## src/gfalu_pkg.sv

```systemverilog
package gfalu_pkg;

  // Default extension degree m of the field.
  localparam int FIELD_DEGREE_DEF = 67;

  // Fixed widths of the operand and count fields on the ports.
  localparam int LOW_W  = 64;
  localparam int HIGH_W = 3;
  localparam int CNT_W  = 16;

  // Bits of the multiplier operand consumed per cycle.
  localparam int DIGIT_W = 8;

  typedef enum logic [2:0] {
    OP_ADD  = 3'd0,
    OP_MUL  = 3'd1,
    OP_SQR  = 3'd2,
    OP_POW  = 3'd3,
    OP_ROOT = 3'd4,
    OP_INV  = 3'd5
  } op_t;

  typedef enum logic [1:0] {
    ST_IDLE,
    ST_MOD,
    ST_MUL,
    ST_OUT
  } state_t;

  // Handshake between the sequencer and the shared multiplier.
  typedef struct packed {
    logic start;
  } mul_ctl_t;

  typedef struct packed {
    logic busy;
    logic done;
  } mul_sts_t;

endpackage

```

## src/gfalu_mul.sv

```systemverilog
module gfalu_mul #(
  parameter int FIELD_DEGREE = gfalu_pkg::FIELD_DEGREE_DEF
) (
  input  logic                        clk,
  input  logic                        rst_n,
  input  gfalu_pkg::mul_ctl_t         ctl,
  output gfalu_pkg::mul_sts_t         sts,
  input  logic [FIELD_DEGREE-1:0]     op_x,
  input  logic [FIELD_DEGREE-1:0]     op_y,
  input  logic [gfalu_pkg::LOW_W-1:0] poly,
  output logic [FIELD_DEGREE-1:0]     product
);
  import gfalu_pkg::*;

  localparam int NDIG  = (FIELD_DEGREE + DIGIT_W - 1) / DIGIT_W;
  localparam int PAD_W = NDIG * DIGIT_W;
  localparam int DC_W  = $clog2(NDIG + 1);

  logic [FIELD_DEGREE-1:0] acc_r, acc_nxt;
  logic [PAD_W-1:0]        x_r, x_nxt;
  logic [FIELD_DEGREE-1:0] y_r, y_nxt;
  logic [DC_W-1:0]         cnt_r, cnt_nxt;
  logic                    busy_r, busy_nxt;
  logic                    done_r, done_nxt;

  // Multiply by x and fold the overflowing top term back in.
  function automatic logic [FIELD_DEGREE-1:0] times_x(
    input logic [FIELD_DEGREE-1:0] e,
    input logic [LOW_W-1:0]        p
  );
    logic [FIELD_DEGREE-1:0] s;
    s = {e[FIELD_DEGREE-2:0], 1'b0};
    if (e[FIELD_DEGREE-1]) begin
      s = s ^ {{(FIELD_DEGREE-LOW_W){1'b0}}, p};
    end
    return s;
  endfunction

  always_comb begin
    logic [FIELD_DEGREE-1:0] t;
    acc_nxt  = acc_r;
    x_nxt    = x_r;
    y_nxt    = y_r;
    cnt_nxt  = cnt_r;
    busy_nxt = busy_r;
    done_nxt = 1'b0;
    t        = acc_r;
    if (ctl.start && !busy_r) begin
      acc_nxt  = '0;
      x_nxt    = {{(PAD_W-FIELD_DEGREE){1'b0}}, op_x};
      y_nxt    = op_y;
      cnt_nxt  = DC_W'(NDIG);
      busy_nxt = 1'b1;
    end else if (busy_r) begin
      // One digit of the first operand, most significant bit first.
      for (int d = 0; d < DIGIT_W; d++) begin
        t = times_x(t, poly);
        if (x_r[PAD_W-1-d]) begin
          t = t ^ y_r;
        end
      end
      acc_nxt = t;
      x_nxt   = x_r << DIGIT_W;
      cnt_nxt = cnt_r - 1'b1;
      if (cnt_r == DC_W'(1)) begin
        busy_nxt = 1'b0;
        done_nxt = 1'b1;
      end
    end
  end

  always_ff @(posedge clk) begin
    acc_r <= acc_nxt;
    x_r   <= x_nxt;
    y_r   <= y_nxt;
    cnt_r <= cnt_nxt;
    if (!rst_n) begin
      busy_r <= 1'b0;
      done_r <= 1'b0;
    end else begin
      busy_r <= busy_nxt;
      done_r <= done_nxt;
    end
  end

  assign sts.busy = busy_r;
  assign sts.done = done_r;
  assign product  = acc_r;

  a_start_busy: assert property (@(posedge clk) disable iff (!rst_n)
    ctl.start && !busy_r |=> busy_r)
    else $error("multiplier did not start");

  a_done_idle: assert property (@(posedge clk) disable iff (!rst_n)
    done_r |-> !busy_r)
    else $error("multiplier done while busy");

  a_done_after_busy: assert property (@(posedge clk) disable iff (!rst_n)
    done_r |-> $past(busy_r))
    else $error("multiplier done without work");

endmodule

```

## src/gf2m_field_alu.sv

```systemverilog
// Add, the inverse of zero and unused opcodes need no product; multiply and square take one
// product each. Power and root run a chain of squarings of the operand, and inverse takes
// 2m - 1 products. One item is taken at a time; the input stalls until the result has been
// transferred, and the digit-serial multiplier (8 bits a cycle) sets the rate. Reset is
// synchronous and active low; it idles the sequencer and sets the reduction polynomial low
// terms to x^5 + x^2 + x + 1.
module gf2m_field_alu #(
  parameter int FIELD_DEGREE = gfalu_pkg::FIELD_DEGREE_DEF
) (
  input  logic                         clk,
  input  logic                         rst_n,
  input  logic                         cfg_wr_en,
  input  logic [gfalu_pkg::LOW_W-1:0]  cfg_wr_data,
  input  logic                         in_valid,
  output logic                         in_stall,
  input  logic [2:0]                   in_opcode,
  input  logic [gfalu_pkg::LOW_W-1:0]  in_a_low,
  input  logic [gfalu_pkg::HIGH_W-1:0] in_a_high,
  input  logic [gfalu_pkg::LOW_W-1:0]  in_b_low,
  input  logic [gfalu_pkg::HIGH_W-1:0] in_b_high,
  input  logic [gfalu_pkg::CNT_W-1:0]  in_count,
  output logic                         out_valid,
  input  logic                         out_stall,
  output logic [gfalu_pkg::LOW_W-1:0]  out_r_low,
  output logic [gfalu_pkg::HIGH_W-1:0] out_r_high,
  output logic                         out_error
);
  import gfalu_pkg::*;

  localparam int M     = FIELD_DEGREE;
  // Width of the squaring count and of the inverse loop index.
  localparam int KW    = $clog2(M + 1);
  // The count is reduced mod m by a reciprocal multiplication: the quotient is
  // (count * RECIP) >> QSH, exact for every count of CNT_W bits since 2^KW > m.
  localparam int QSH   = CNT_W + KW;
  localparam int RECIP = ((1 << QSH) + M - 1) / M;
  localparam int PW    = CNT_W + QSH;
  localparam int EXT_W = M + HIGH_W;

  state_t           state_r, state_nxt;
  op_t              op_r, op_nxt;
  logic [M-1:0]     a_r, a_nxt;
  logic [M-1:0]     res_r, res_nxt;
  logic             err_r, err_nxt;
  logic [CNT_W-1:0] rem_r, rem_nxt;
  logic [KW-1:0]    iter_r, iter_nxt;
  // For inversion: low means the product under way is a square, high a multiply by a.
  logic             phase_r, phase_nxt;
  logic [LOW_W-1:0] poly_r;

  logic [M-1:0]     a_in, b_in;
  logic [EXT_W-1:0] a_ext, b_ext, res_ext;
  mul_ctl_t         mctl;
  mul_sts_t         msts;
  logic [M-1:0]     mul_x, mul_y, mul_p;

  // Operand bits at position m and above are dropped here.
  assign a_ext = {{(M-LOW_W){1'b0}}, in_a_high, in_a_low};
  assign b_ext = {{(M-LOW_W){1'b0}}, in_b_high, in_b_low};
  assign a_in  = a_ext[M-1:0];
  assign b_in  = b_ext[M-1:0];

  gfalu_mul #(.FIELD_DEGREE(M)) u_mul (
    .clk    (clk),
    .rst_n  (rst_n),
    .ctl    (mctl),
    .sts    (msts),
    .op_x   (mul_x),
    .op_y   (mul_y),
    .poly   (poly_r),
    .product(mul_p)
  );

  always_comb begin
    logic [PW-1:0]    prod_v;
    logic [CNT_W-1:0] q_v;
    logic [CNT_W-1:0] rem_new;
    logic [KW-1:0]    k_v;
    state_nxt  = state_r;
    op_nxt     = op_r;
    a_nxt      = a_r;
    res_nxt    = res_r;
    err_nxt    = err_r;
    rem_nxt    = rem_r;
    iter_nxt   = iter_r;
    phase_nxt  = phase_r;
    mctl.start = 1'b0;
    mul_x      = mul_p;
    mul_y      = mul_p;
    prod_v     = PW'(rem_r) * PW'(RECIP);
    q_v        = CNT_W'(prod_v >> QSH);
    rem_new    = rem_r - q_v * CNT_W'(M);
    k_v        = '0;
    case (state_r)
      ST_IDLE: begin
        if (in_valid) begin
          op_nxt  = op_t'(in_opcode);
          a_nxt   = a_in;
          err_nxt = 1'b0;
          case (op_t'(in_opcode))
            OP_ADD: begin
              res_nxt   = a_in ^ b_in;
              state_nxt = ST_OUT;
            end
            OP_MUL: begin
              mctl.start = 1'b1;
              mul_x      = a_in;
              mul_y      = b_in;
              state_nxt  = ST_MUL;
            end
            OP_SQR: begin
              mctl.start = 1'b1;
              mul_x      = a_in;
              mul_y      = a_in;
              state_nxt  = ST_MUL;
            end
            OP_POW, OP_ROOT: begin
              rem_nxt   = in_count;
              state_nxt = ST_MOD;
            end
            OP_INV: begin
              if (a_in == '0) begin
                res_nxt   = '0;
                err_nxt   = 1'b1;
                state_nxt = ST_OUT;
              end else begin
                // The running power starts at one, so its first square is one.
                mctl.start = 1'b1;
                mul_x      = M'(1);
                mul_y      = M'(1);
                iter_nxt   = KW'(M - 1);
                phase_nxt  = 1'b0;
                state_nxt  = ST_MUL;
              end
            end
            default: begin
              res_nxt   = '0;
              state_nxt = ST_OUT;
            end
          endcase
        end
      end
      ST_MOD: begin
        // The count minus m times its quotient is the count mod m.
        rem_nxt = rem_new;
        if (op_r == OP_POW) begin
          k_v = rem_new[KW-1:0];
        end else if (rem_new == '0) begin
          k_v = '0;
        end else begin
          k_v = KW'(M) - rem_new[KW-1:0];
        end
        if (k_v == '0) begin
          res_nxt   = a_r;
          state_nxt = ST_OUT;
        end else begin
          iter_nxt   = k_v;
          mctl.start = 1'b1;
          mul_x      = a_r;
          mul_y      = a_r;
          state_nxt  = ST_MUL;
        end
      end
      ST_MUL: begin
        if (msts.done) begin
          case (op_r)
            OP_POW, OP_ROOT: begin
              if (iter_r == KW'(1)) begin
                res_nxt   = mul_p;
                state_nxt = ST_OUT;
              end else begin
                iter_nxt   = iter_r - 1'b1;
                mctl.start = 1'b1;
              end
            end
            OP_INV: begin
              if (!phase_r && iter_r != '0) begin
                phase_nxt  = 1'b1;
                mctl.start = 1'b1;
                mul_y      = a_r;
              end else if (!phase_r) begin
                res_nxt   = mul_p;
                state_nxt = ST_OUT;
              end else begin
                phase_nxt  = 1'b0;
                iter_nxt   = iter_r - 1'b1;
                mctl.start = 1'b1;
              end
            end
            default: begin
              res_nxt   = mul_p;
              state_nxt = ST_OUT;
            end
          endcase
        end
      end
      ST_OUT: begin
        if (!out_stall) begin
          state_nxt = ST_IDLE;
        end
      end
      default: begin
        state_nxt = ST_IDLE;
      end
    endcase
  end

  always_ff @(posedge clk) begin
    op_r    <= op_nxt;
    a_r     <= a_nxt;
    res_r   <= res_nxt;
    err_r   <= err_nxt;
    rem_r   <= rem_nxt;
    iter_r  <= iter_nxt;
    phase_r <= phase_nxt;
    if (!rst_n) begin
      state_r <= ST_IDLE;
    end else begin
      state_r <= state_nxt;
    end
  end

  // Configuration writes must arrive only while the block is idle; the block itself does not enforce this.
  always_ff @(posedge clk) begin
    if (!rst_n) begin
      poly_r <= LOW_W'(39);
    end else if (cfg_wr_en) begin
      poly_r <= cfg_wr_data;
    end
  end

  // The result register holds steady for the whole transfer on the output side.
  assign in_stall   = (state_r != ST_IDLE);
  assign out_valid  = (state_r == ST_OUT);
  assign res_ext    = {{HIGH_W{1'b0}}, res_r};
  assign out_r_low  = res_ext[LOW_W-1:0];
  assign out_r_high = res_ext[LOW_W+HIGH_W-1:LOW_W];
  assign out_error  = err_r;

  a_err_zero: assert property (@(posedge clk) disable iff (!rst_n)
    out_valid && out_error |-> out_r_low == '0 && out_r_high == '0)
    else $error("error flagged with nonzero result");

  a_accept_busy: assert property (@(posedge clk) disable iff (!rst_n)
    in_valid && !in_stall |=> state_r != ST_IDLE)
    else $error("accepted item was dropped");

  a_done_in_mul: assert property (@(posedge clk) disable iff (!rst_n)
    msts.done |-> state_r == ST_MUL)
    else $error("product ready outside multiply state");

endmodule
```

## config.mk

```make
export PLATFORM = sky130hd
export DESIGN_NAME = gf2m_field_alu
export DESIGN_NICKNAME = d
export VERILOG_FILES = /design/src/gfalu_pkg.sv /design/src/gfalu_mul.sv /design/src/gf2m_field_alu.sv
export SDC_FILE = /design/constraint.sdc
export NUM_CORES = 2
export LEC_CHECK = 0
export BUFFER_PORTS_ARGS = -buffer_cell sky130_fd_sc_hd__buf_2
export CORE_MARGIN = 1.5
export CORE_UTILIZATION = 50
export CTS_CLUSTER_SIZE = 16
export DETAILED_ROUTE_END_ITERATION = 10
export GPL_ROUTABILITY_DRIVEN = 1
export GPL_TIMING_DRIVEN = 0
export PLACE_DENSITY = 0.73
export SYNTH_ARGS = -nofsm -noshare
export SYNTH_HDL_FRONTEND = slang
export SYNTH_HIERARCHICAL = 1
export SYNTH_SLANG_ARGS = --single-unit
export TNS_END_PERCENT = 50
```

## constraint.sdc

```tcl
create_clock -name clk -period 16.01 [get_ports clk]
set_input_delay 4.0025 -clock clk [delete_from_list [all_inputs] [get_ports clk]]
set_output_delay 4.0025 -clock clk [all_outputs]
set_load 0.1 [all_outputs]
```

==> results.md <==
- Status: complete, no violations
- Root Buffer: clkbuf_16
- GRT Residual Overflow: 0
- Crit path time final: 13.87 ns
- R2R Setup Slk: approximately 2.1 ns
- Cell depth of the worst setup path: between 40 and 50
- Layout cells sized above 1: 9.83%
- Via count: about 40000
- Critical Path AT: 14.23 ns
- Critical R2R Launch: rem_r[2]
- P&R area growth vs syn: 10.9%
- Chip Width: 300 um
- FF+latch area: 0.0118 sq mm
- Crit. End Element: flop
- CTS tree: built
- Worst Path Buf+Inv: 12
- Clock Latency Late Sink: 0.67 ns
- R2r worst-path depth: 46
- Initial Util: 50.6%
- F_max: between 70 and 80 MHz
- Worst Hold Path EP: u_mul/x_r[70]
- Setup Buffers After CTS: 0
- Reg2reg end: u_mul/x_r[15]
- Synth Cell Area: roughly 0.044 sq mm
- Area of the multi-input gates: between 0.02 and 0.03 sq mm
- Clock skew: 0.0387 ns
- Syn. warnings: 6
- Final-report setup violation count: 0
- Largest delay share family, worst path: adder cells
- Post-DR vias/cell: ~6.0
- Layout Nets: between 6000 and 7000
- Post-CTS Resized: 0
- H-tree levels: 2
- Total GRT Usage: roughly a third
- DRT Pass-1 Iters: 6
- Largest net degree at the start of global routing: 46
- Clock sinks: 440
- DR WL/cell: approximately 24 um
- MaxCap Viol Count: 0
- HPWL after DPL: roughly 120000 um
- Hold-fix buffers, CTS: 0
- CP max stage cell: clkbuf_1
- Total Neg Setup Slack: 0 ns
- Worst Hold Launch: u_mul/x_r[62]
- Initial antenna violation count: 14
- Number of global-route vias before repair: around 38000
- Fillers: 7781
- GPL Wtd Cong: between 1 and 1.5
- WHS Path Cells: 2
- Final period utilization: between 80% and 90%
- CP Class: flop to flop
- Max Slew Vio Count: 0
- WP data required: between 15 and 20 ns
- DIE AREA: around 0.09 sq mm
- First-pass GRT wire length: 241000 um
- I/O pin count: a little under 300
- Row count: between 100 and 150
- CP max FO: 36
- # port buffers: 290
- Unrepaired setup endpoints after global routing: false
- Most frequent CP cell: fa_1
- Hold Crit Class: flop to flop
- Antenna viol nets, final: 0
- Synth Net Count: between 5000 and 6000
- Max_slew headroom: about 16%
- Die height: 300 um
- Crit-path max cell delay: roughly 0.7 ns
- WL final: 162000 um
- Mean Syn Cell Area: 8.45 sq um
- Core area: 0.0872 sq mm
- Slew @ Worst Pin: 1.26 ns
- # DRC: 0
- CTS Buf Count: between 50 and 60
- CP Launch Type: flop
- Reg clk slew, reported paths: about 0.060 ns
- Synth Instances: about 5200
- Final hold vios: 0
- Longest Clk Path Bufs: 3
- Initial DRC count: approximately 4700
[placed cells by master, fill, tap and decap left out, types with 15 or more instances in the layout]
| cell | count |
|---|---|
| mux2i_1 | 147 |
| ha_1 | 162 |
| o31ai_1 | 69 |
| nand2b_1 | 34 |
| and2_1 | 18 |
| xnor3_1 | 126 |
| clkbuf_1 | 322 |
| a22o_1 | 70 |
| o2bb2ai_1 | 15 |
| buf_1 | 46 |
| nand3_1 | 70 |
| a21oi_1 | 196 |
| fa_1 | 82 |
| xnor2_1 | 803 |
| buf_2 | 357 |
| nor2b_1 | 75 |
| clkbuf_16 | 52 |
| inv_1 | 180 |
| a2bb2oi_1 | 45 |
| a22oi_1 | 125 |
| edfxtp_1 | 296 |
| o21ai_0 | 198 |
| nor3_1 | 30 |
| mux2_2 | 73 |
| nor4_1 | 17 |
| xor2_1 | 93 |
| o21bai_1 | 16 |
| nand2_1 | 1362 |
| dfxtp_1 | 144 |
| o211ai_1 | 57 |
| nor2_1 | 135 |
[worst min-delay path, cell delays in order, from the launching register on]
cell,delay [ns]
edfxtp_1,0.32
nand2_1,0.05
o21ai_0,0.06
[layer usage]
metal | wire length (um) | share of wire [%] | global-route usage [%] | vias to the layer above
li1 | - | - | - | 18200
met1 | 64800 | 40 | 47.7 | 19100
met2 | 68400 | 42 | 52.2 | 2570
met3 | 19700 | 12 | 8.23 | 468
met4 | 9190 | 5.7 | 18.0 | 14
met5 | 95 | 0.059 | 0 | -
[stage by stage]
stage	instance area [sq um]	util [%]	instances	hold WS, ns	worst slack (ns)
after floorplan	44100	-	5222	0.422	3.07
after global placement	47000	54.0	6667	0.449	0.267
after detailed placement	47200	54.1	6673	0.442	2.42
after CTS	49000	56.2	6770	0.457	2.35
after global routing	49000	56.2	6772	0.482	1.53
final	49000	56.2	6773	0.460	2.14
[registers in the layout, summed over array words and instances (netlist names)]
| register | flops |
|---|---|
| rem_r | 16 |
| op_r | 3 |
| u_mul/product | 67 |
| u_mul/done_r | 1 |
| u_mul/y_r | 67 |
| out_error | 1 |
| state_r | 2 |
| iter_r | 7 |
| u_mul/x_r | 72 |
| a_r | 67 |
| poly_r | 64 |
| u_mul/cnt_r | 4 |
| phase_r | 1 |
| u_mul/busy_r | 1 |
| res_r | 67 |
[worst max-delay path by stage]
| stage | startpoint | end | slack [ns] |
|---|---|---|---|
| global route | rem_r[1] | u_mul/x_r[17] | 1.53 |
| global placement | rem_r[2] | u_mul/x_r[55] | 0.27 |
| CTS | rem_r[1] | u_mul/x_r[14] | 2.35 |
| finish | rem_r[2] | u_mul/x_r[15] | 2.14 |
| floorplan | rem_r[2] | u_mul/x_r[55] | 3.07 |
| detailed placement | rem_r[2] | u_mul/x_r[15] | 2.42 |
[area by class of cell]
type / count / share of cell area (%)
repair buffers: 296 / 3.22
clock inverters: 40 / 0.935
well taps: 1155 / 2.95
diodes: 3 / 0.0153
flip-flops and latches: 440 / 24.0
clock buffers: 57 / 2.70
plain buffers: 448 / 3.77
multi-input cells: 4147 / 60.9
inverters: 187 / 1.44
Power is left out: the tool's default activity adds up to more than one toggle a clock period on the data nets, which glitch-free logic cannot reach.
